File: config.mk
export PLATFORM = sky130hd
export DESIGN_NAME = hybrid_run_merge_sorter_flat
export DESIGN_NICKNAME = d
export VERILOG_FILES = /design/src/rtl/hrms_pkg.sv /design/src/rtl/hrms_in_if.sv /design/src/rtl/hrms_out_if.sv /design/src/rtl/hrms_ram.sv /design/src/rtl/hrms_min_unit.sv /design/src/rtl/hybrid_run_merge_sorter.sv /design/src/flat_wrapper.sv
export SDC_FILE = /design/constraint.sdc
export NUM_CORES = 2
export LEC_CHECK = 0
export BUFFER_PORTS_ARGS = -buffer_cell sky130_fd_sc_hd__buf_2
export CAP_MARGIN = 20
export CORE_UTILIZATION = 29
export DETAILED_ROUTE_END_ITERATION = 6
export GPL_TIMING_DRIVEN = 0
export HOLD_SLACK_MARGIN = 0.08
export PLACE_DENSITY = 0.51
export SLEW_MARGIN = 20
export SYNTH_ARGS = -nofsm -noshare
export SYNTH_HDL_FRONTEND = slang
export SYNTH_SLANG_ARGS = --single-unit
File: constraint.sdc
create_clock -name i_clk -period 5.35 [get_ports i_clk]
set_input_delay 0.8025 -clock i_clk [delete_from_list [all_inputs] [get_ports i_clk]]
set_output_delay 0.8025 -clock i_clk [all_outputs]
set_load 0.005 [all_outputs]
File: src/rtl/hrms_pkg.sv
// Shared types and constants for the hybrid run merge sorter.
package hrms_pkg;

    localparam int VALUE_W      = 32;
    localparam int CAPACITY_DEF = 64;

    typedef logic signed [VALUE_W-1:0] t_value;

    typedef enum logic [1:0] {
        ST_FILL,
        ST_SCAN,
        ST_EMIT
    } t_state;

    typedef struct packed {
        logic clear;
        logic sample;
    } t_min_ctl;

endpackage

File: src/rtl/hrms_in_if.sv
// Input channel: one element per beat, with end-of-set flag.
interface hrms_in_if;
    import hrms_pkg::*;

    logic   valid;
    logic   ready;
    t_value value;
    logic   last;

    modport source (output valid, output value, output last, input ready);
    modport sink   (input valid, input value, input last, output ready);
endinterface

File: src/rtl/hrms_out_if.sv
// Result channel: sorted elements, end-of-set flag and overflow flag.
interface hrms_out_if;
    import hrms_pkg::*;

    logic   valid;
    logic   ready;
    t_value sorted_value;
    logic   last_res;
    logic   overflow;

    modport source (output valid, output sorted_value, output last_res, output overflow,
                    input ready);
    modport sink   (input valid, input sorted_value, input last_res, input overflow,
                    output ready);
endinterface

File: src/rtl/hrms_ram.sv
// Generic simple dual-port RAM with registered read.
module hrms_ram #(
    parameter int WIDTH = 32,
    parameter int DEPTH = 64
) (
    input  logic                     i_clk,
    input  logic                     i_we,
    input  logic [$clog2(DEPTH)-1:0] i_waddr,
    input  logic [WIDTH-1:0]         i_wdata,
    input  logic [$clog2(DEPTH)-1:0] i_raddr,
    output logic [WIDTH-1:0]         o_rdata
);
    logic [WIDTH-1:0] r_mem [DEPTH];
    logic [WIDTH-1:0] r_rdata;

    always_ff @(posedge i_clk) begin
        if (i_we) begin
            r_mem[i_waddr] <= i_wdata;
        end
        r_rdata <= r_mem[i_raddr];
    end

    assign o_rdata = r_rdata;
endmodule

File: src/rtl/hrms_min_unit.sv
// Shared signed compare unit that tracks the smallest sampled element and its index.
module hrms_min_unit #(
    parameter int IDX_W = 6
) (
    input  logic              i_clk,
    input  logic              i_rst_n,
    input  hrms_pkg::t_min_ctl i_ctl,
    input  hrms_pkg::t_value  i_data,
    input  logic [IDX_W-1:0]  i_idx,
    output hrms_pkg::t_value  o_best,
    output logic [IDX_W-1:0]  o_best_idx
);
    import hrms_pkg::*;

    logic             r_best_vld;
    t_value           r_best;
    logic [IDX_W-1:0] r_best_idx;
    logic             take;

    assign take = i_ctl.sample && (!r_best_vld || (i_data < r_best));

    always_ff @(posedge i_clk) begin
        if (!i_rst_n) begin
            r_best_vld <= 1'b0;
        end else if (i_ctl.clear) begin
            r_best_vld <= 1'b0;
        end else if (take) begin
            r_best_vld <= 1'b1;
        end
    end

    always_ff @(posedge i_clk) begin
        if (!i_ctl.clear && take) begin
            r_best     <= i_data;
            r_best_idx <= i_idx;
        end
    end

    assign o_best     = r_best;
    assign o_best_idx = r_best_idx;
endmodule

File: src/rtl/hybrid_run_merge_sorter.sv
// Top level: collects a set of signed elements and returns it in ascending order.
//
//   channel   dir  beat payload                          handshake
//   i_item    in   value[31:0], last                     valid/ready
//   o_res     out  sorted_value[31:0], last_res, overflow valid/ready
//
// Fill: one element accepted per cycle until the beat with last set.
// Sort/emit: each result comes from a minimum search over the n stored elements
// through the one RAM read port and compare unit, and is then held on o_res
// until taken.
// i_item is not ready from the last beat until the final result is taken.
// Synchronous active-low reset clears count, overflow flag and sequencer.
module hybrid_run_merge_sorter #(
    parameter int CAPACITY = hrms_pkg::CAPACITY_DEF
) (
    input  logic       i_clk,
    input  logic       i_rst_n,
    hrms_in_if.sink    i_item,
    hrms_out_if.source o_res
);
    import hrms_pkg::*;

    localparam int IDX_W = $clog2(CAPACITY);
    localparam int CNT_W = $clog2(CAPACITY + 1);

    t_state            r_state;
    t_state            n_state;
    logic [CNT_W-1:0]  r_count;
    logic              r_ovf;
    logic [CNT_W-1:0]  r_addr;
    logic              r_pend;
    logic [IDX_W-1:0]  r_pend_idx;
    logic [CNT_W-1:0]  r_emitted;
    logic [CAPACITY-1:0] r_used;

    logic              in_acc;
    logic              out_acc;
    logic              full;
    logic              is_last;
    logic              ram_we;
    t_value            rd_data;
    t_value            best;
    logic [IDX_W-1:0]  best_idx;
    t_min_ctl          min_ctl;

    assign full    = (r_count == CNT_W'(CAPACITY));
    assign in_acc  = i_item.valid && i_item.ready;
    assign out_acc = o_res.valid && o_res.ready;
    assign is_last = ({1'b0, r_emitted} + (CNT_W+1)'(1)) == {1'b0, r_count};

    hrms_ram #(
        .WIDTH(VALUE_W),
        .DEPTH(CAPACITY)
    ) u_store (
        .i_clk  (i_clk),
        .i_we   (ram_we),
        .i_waddr(r_count[IDX_W-1:0]),
        .i_wdata(i_item.value),
        .i_raddr(r_addr[IDX_W-1:0]),
        .o_rdata(rd_data)
    );

    hrms_min_unit #(
        .IDX_W(IDX_W)
    ) u_min (
        .i_clk     (i_clk),
        .i_rst_n   (i_rst_n),
        .i_ctl     (min_ctl),
        .i_data    (rd_data),
        .i_idx     (r_pend_idx),
        .o_best    (best),
        .o_best_idx(best_idx)
    );

    always_comb begin
        n_state = r_state;
        unique case (r_state)
            ST_FILL: begin
                if (in_acc && i_item.last) begin
                    n_state = ST_SCAN;
                end
            end
            ST_SCAN: begin
                if ((r_addr == r_count) && !r_pend) begin
                    n_state = ST_EMIT;
                end
            end
            ST_EMIT: begin
                if (out_acc) begin
                    n_state = is_last ? ST_FILL : ST_SCAN;
                end
            end
            default: n_state = ST_FILL;
        endcase
    end

    always_comb begin
        i_item.ready       = (r_state == ST_FILL);
        o_res.valid        = (r_state == ST_EMIT);
        o_res.sorted_value = best;
        o_res.last_res     = is_last;
        o_res.overflow     = r_ovf;
        ram_we             = in_acc && !full;
        min_ctl.clear      = (r_state == ST_FILL) || out_acc;
        min_ctl.sample     = (r_state == ST_SCAN) && r_pend && !r_used[r_pend_idx];
    end

    always_ff @(posedge i_clk) begin
        if (!i_rst_n) begin
            r_state   <= ST_FILL;
            r_count   <= '0;
            r_ovf     <= 1'b0;
            r_addr    <= '0;
            r_pend    <= 1'b0;
            r_emitted <= '0;
            r_used    <= '0;
        end else begin
            r_state <= n_state;
            unique case (r_state)
                ST_FILL: begin
                    r_used    <= '0;
                    r_emitted <= '0;
                    r_addr    <= '0;
                    r_pend    <= 1'b0;
                    if (in_acc) begin
                        if (!full) begin
                            r_count <= r_count + CNT_W'(1);
                        end else begin
                            r_ovf <= 1'b1;
                        end
                    end
                end
                ST_SCAN: begin
                    if (r_addr < r_count) begin
                        r_addr <= r_addr + CNT_W'(1);
                        r_pend <= 1'b1;
                    end else begin
                        r_pend <= 1'b0;
                    end
                end
                ST_EMIT: begin
                    if (out_acc) begin
                        r_used[best_idx] <= 1'b1;
                        r_emitted        <= r_emitted + CNT_W'(1);
                        r_addr           <= '0;
                        if (is_last) begin
                            r_count <= '0;
                            r_ovf   <= 1'b0;
                        end
                    end
                end
                default: ;
            endcase
        end
    end

    always_ff @(posedge i_clk) begin
        if (r_state == ST_SCAN && r_addr < r_count) begin
            r_pend_idx <= r_addr[IDX_W-1:0];
        end
    end

    a_no_empty_emit: assert property (@(posedge i_clk) disable iff (!i_rst_n)
        o_res.valid |-> (r_count != '0))
        else $error("result offered for an empty set");

    a_one_side: assert property (@(posedge i_clk) disable iff (!i_rst_n)
        !(i_item.ready && o_res.valid))
        else $error("input ready while a result is pending");

    a_best_unused: assert property (@(posedge i_clk) disable iff (!i_rst_n)
        (r_state == ST_EMIT) |-> !r_used[best_idx])
        else $error("emitting an element already delivered");

    a_emit_in_range: assert property (@(posedge i_clk) disable iff (!i_rst_n)
        (r_state == ST_EMIT) |-> (r_emitted < r_count))
        else $error("more results than stored elements");

    a_last_ends_set: assert property (@(posedge i_clk) disable iff (!i_rst_n)
        (out_acc && o_res.last_res) |=> (r_state == ST_FILL && r_count == '0))
        else $error("set not closed after final result");
endmodule
File: src/flat_wrapper.sv
// flat-port wrapper written by rule: the top's interface ports become plain ports
module hybrid_run_merge_sorter_flat import hrms_pkg::*;
#(
    parameter int CAPACITY = hrms_pkg::CAPACITY_DEF
)
  (i_clk, i_rst_n, i_item_valid, i_item_value, i_item_last, i_item_ready, o_res_valid, o_res_sorted_value, o_res_last_res, o_res_overflow, o_res_ready);
  hrms_in_if i_item_i ();
  hrms_out_if o_res_i ();
  input  logic i_clk;
  input  logic i_rst_n;
  input wire logic [$bits(i_item_i.valid)-1:0] i_item_valid;
  input wire logic [$bits(i_item_i.value)-1:0] i_item_value;
  input wire logic [$bits(i_item_i.last)-1:0] i_item_last;
  output wire logic [$bits(i_item_i.ready)-1:0] i_item_ready;
  output wire logic [$bits(o_res_i.valid)-1:0] o_res_valid;
  output wire logic [$bits(o_res_i.sorted_value)-1:0] o_res_sorted_value;
  output wire logic [$bits(o_res_i.last_res)-1:0] o_res_last_res;
  output wire logic [$bits(o_res_i.overflow)-1:0] o_res_overflow;
  input wire logic [$bits(o_res_i.ready)-1:0] o_res_ready;
  assign i_item_i.valid = i_item_valid;
  assign i_item_i.value = i_item_value;
  assign i_item_i.last = i_item_last;
  assign i_item_ready = i_item_i.ready;
  assign o_res_valid = o_res_i.valid;
  assign o_res_sorted_value = o_res_i.sorted_value;
  assign o_res_last_res = o_res_i.last_res;
  assign o_res_overflow = o_res_i.overflow;
  assign o_res_i.ready = o_res_ready;
  hybrid_run_merge_sorter #(.CAPACITY(CAPACITY)) u_core (.i_clk(i_clk), .i_rst_n(i_rst_n), .i_item(i_item_i), .o_res(o_res_i));
endmodule
==> results.sh <==
export IMPL_synthTopCellsByArea="edfxtp_1, mux4_2, dfxtp_1"
export IMPL_grt_overflow_total=0
export IMPL_cp_max_fo=10
export IMPL_syn_nets=3728
export IMPL_cp_cell_sequence="clkbuf_2 > clkbuf_1 > buf_1 > mux4_2 > mux4_2 > mux4_2"
export IMPL_post_route_util=0.347
export IMPL_synth_flop_cell="edfxtp_1"
export IMPL_cellPowerDensity_mw_per_mm2=367
export IMPL_async_flop_share=0
export IMPL_antenna_found_initial=28
export IMPL_regToRegSetupSlack_ps=820
export IMPL_dp_cells=7730
export IMPL_coreArea_mm2=0.291
export IMPL_grt_total_usage=0.163
export IMPL_wl_mm=240
export IMPL_setup_tns_ps=0
export IMPL_fin_crit_sh=0.847
export IMPL_clock_latency_ps=900
export IMPL_die_h_um=543
export IMPL_synth_seq_cells=2214
export IMPL_dr_wl_met2_mm=117
export IMPL_max_stage_delay_ps=860
export IMPL_whs_path_depth=3
export IMPL_placed_area_mm2=0.0930
export IMPL_r2r_cells=6
export IMPL_yosys_area_top_type="edfxtp_1"
export IMPL_io_pins=73
export IMPL_syn_area_per_cell_um2=23.2
export IMPL_cap_violations=0
export IMPL_viasPerCell=4.95
export IMPL_grt_max_degree=65
export IMPL_yosysTopAreaCellShare=0.741
export IMPL_worst_path_max_delay_cell="buf_1"
export IMPL_peakVddDrop_v=0.000360
export IMPL_finClkSkew_ps=79.0
export IMPL_fin_crit_ps=4530
export IMPL_yosysWarningCount=0
export IMPL_htreeDepth=4
export IMPL_grt_pass1_wl_mm=334
export IMPL_worst_setup_path_type="reg -> reg"
export IMPL_post_dp_hpwl_mm=162
export IMPL_seq_area_frac_synth=0.770
export IMPL_rsz0062_at_grt="no"
export IMPL_cts_inserted_buffers=230
export IMPL_rr_endpoint="u_core.u_store.o_rdata[24]$_DFF_P_"
export IMPL_m1WireLength_mm=102
export IMPL_cts_tree="yes"
export IMPL_start_kind="register"
export IMPL_hold_class="in -> reg"
export IMPL_finalHoldViolations=0
export IMPL_worst_pin_slew_ps=1200
export IMPL_grt_pass1_vias=41000
export IMPL_cts_setup_buffers=0
export IMPL_cp_arrival_ps=5270
export IMPL_maxSlewHeadroom=0.195
export IMPL_p_leak_nw=30.1
export IMPL_min_to="u_core.r_count[0]$_SDFFE_PN0P_"
export IMPL_fin_cells=8177
export IMPL_yosysUniqueCellTypes=56
export IMPL_netlist_area_mm2=0.0848
export IMPL_final_layout_size_suffix_gt1_frac=0.318
export IMPL_ant_nets=0
export IMPL_cp_common_cell="mux4_2"
export IMPL_run_status="complete, no violations"
export IMPL_clockRootBuffer="clkbuf_16"
export IMPL_dr_wl_met3_mm=15.2
export IMPL_stdcell_area_mm2=0.101
export IMPL_fmax_mhz=221
export IMPL_routedWlPerCell_um=29.4
export IMPL_cp_end_kind="register"
export IMPL_power_total_w=0.0370
export IMPL_slew_viol_final=0
export IMPL_postSynthCellCount=3649
export IMPL_cts_buffer_depth=3
export IMPL_first_pass_iters=6
export IMPL_finalNetCount=4141
export IMPL_vias=40500
export IMPL_start_util=0.292
export IMPL_rows=198
export IMPL_holdCritStartpoint="i_item_valid"
export IMPL_clock_sinks=2214
export IMPL_clkSlewWorstSetupHoldPaths_ps=70
export IMPL_synth_edf_count=2092
export IMPL_port_buffers=71
export IMPL_setup_violations=0
export IMPL_syn2layout_area_growth_pct=18.9
export IMPL_routabilityCongestion=0.791
export IMPL_fill_cells=26900
export IMPL_cts_hold_repair_buffers=0
export IMPL_die_width_um=543
export IMPL_critical_path_required_ps=6090
export IMPL_rr_startpoint="u_core.r_addr[1]$_SDFFE_PN0P_"
export IMPL_die_area_mm2=0.295
export IMPL_drc_errors=0
export IMPL_routed_top_layer="met5"
export IMPL_drtIter0Drc=4687
export IMPL_cts_resized=0
[cells in the mapped netlist (7+ instances only)]
cell type / n
and3_1: 7
a31oi_1: 10
nor2_1: 169
dfxtp_1: 122
inv_1: 48
o21ai_0: 18
nand2_1: 31
mux4_2: 687
buf_2: 28
nor3b_1: 7
nor3_1: 10
nand3_1: 27
clkbuf_1: 103
ha_1: 42
buf_1: 42
a21oi_1: 35
nand4_1: 10
edfxtp_1: 2092
buf_4: 14
a211oi_1: 8
a22oi_1: 50
[worst max-delay path, delay by kind of cell (launching register included)]
family / cells / cell delay [ps]
buf+inv: 3 / 2200
flops: 1 / 460
mux: 3 / 1680
[sequential cells by signal, summed over array words and instances (netlist names)]
name,count
u_core.u_min.o_best,32
u_core.o_res.overflow,1
u_core.r_state,2
u_core.u_store.o_rdata,32
u_core.r_emitted,7
u_core.u_store.r_mem,2048
u_core.r_used,64
u_core.u_min.r_best_vld,1
u_core.r_pend,1
u_core.r_pend_idx,6
u_core.r_count,7
u_core.r_addr,7
u_core.u_min.o_best_idx,6
[cells in the final DEF (no fill, tap or decap), drive strengths merged, types with 42 or more instances in the layout]
| cell | instances |
|---|---|
| clkbuf | 398 |
| buf | 260 |
| nor2 | 169 |
| mux4 | 687 |
| clkinv | 101 |
| ha | 42 |
| inv | 60 |
| a22oi | 50 |
| dfxtp | 122 |
| edfxtp | 2092 |
[routing by layer]
metal	GRT usage	vias to the layer above
li1	-	16500
met1	0.223	22300
met2	0.269	1361
met3	0.0273	289
met4	0.0414	2
met5	0	-
[cell type report]
| type | instances | area [µm²] | area share |
|---|---|---|---|
| antenna | 14 | 35.0 | 0.000348 |
| clock buffer | 287 | 6140 | 0.0609 |
| clock inverter | 146 | 1550 | 0.0153 |
| sequential | 2214 | 65300 | 0.648 |
| timing repair buffer | 181 | 2800 | 0.0277 |
| inverter | 51 | 191 | 0.00190 |
| tap | 3900 | 4880 | 0.0484 |
| multi-input combinational | 1194 | 19100 | 0.189 |
| buffer | 190 | 862 | 0.00855 |
[how the worst max path moves through the flow]
| stage | from | cells after the start | slack [ps] | endpoint |
|---|---|---|---|---|
| 2_1_floorplan | u_core.r_pend_idx[0]$_DFFE_PP_ | 8 | 1270 | u_core.u_min.o_best[0]$_DFFE_PP_ |
| 3_3_place_gp | u_core.u_min.o_best[5]$_DFFE_PP_ | 8 | -3570 | u_core.u_min.o_best[9]$_DFFE_PP_ |
| 3_5_place_dp | u_core.r_addr[1]$_SDFFE_PN0P_ | 6 | 880 | u_core.u_store.o_rdata[7]$_DFF_P_ |
| 4_1_cts | u_core.r_addr[1]$_SDFFE_PN0P_ | 6 | 830 | u_core.u_store.o_rdata[7]$_DFF_P_ |
| 5_1_grt | u_core.r_addr[1]$_SDFFE_PN0P_ | 6 | 770 | u_core.u_store.o_rdata[24]$_DFF_P_ |
| 6_report | u_core.r_addr[1]$_SDFFE_PN0P_ | 6 | 820 | u_core.u_store.o_rdata[24]$_DFF_P_ |
[stage by stage]
step	setup WS (ps)	hold slack, ps
2_1_floorplan	1270	400
3_3_place_gp	-3570	411
3_5_place_dp	877	412
4_1_cts	829	272
5_1_grt	772	291
6_report	821	329
[power breakdown]
part | internal (W) | switching, W | total (W)
clock network | 0.00931 | 0.00689 | 0.0162
registers | 0.0191 | 0.0000418 | 0.0191
logic | 0.000601 | 0.00107 | 0.00167
total | 0.0290 | 0.00800 | 0.0370
[kinds of logic (layout without fill, tap and decap cells)]
group | Yosys count | after routing | share of synthesized area
adder cells (fa/ha/maj) | 42 | 42 | 0.00620
flip-flops | 2214 | 2214 | 0.770
multiplexers | 693 | 693 | 0.183
AND/OR/NAND/NOR | 293 | 293 | 0.0154
AO/OA/AOI/OAI | 157 | 157 | 0.0124
other | 0 | 14 | 0
buffers and inverters | 241 | 855 | 0.0120
XOR/XNOR | 9 | 9 | 0.00109
No activity file was read; power rests on OpenSTA's default activity.
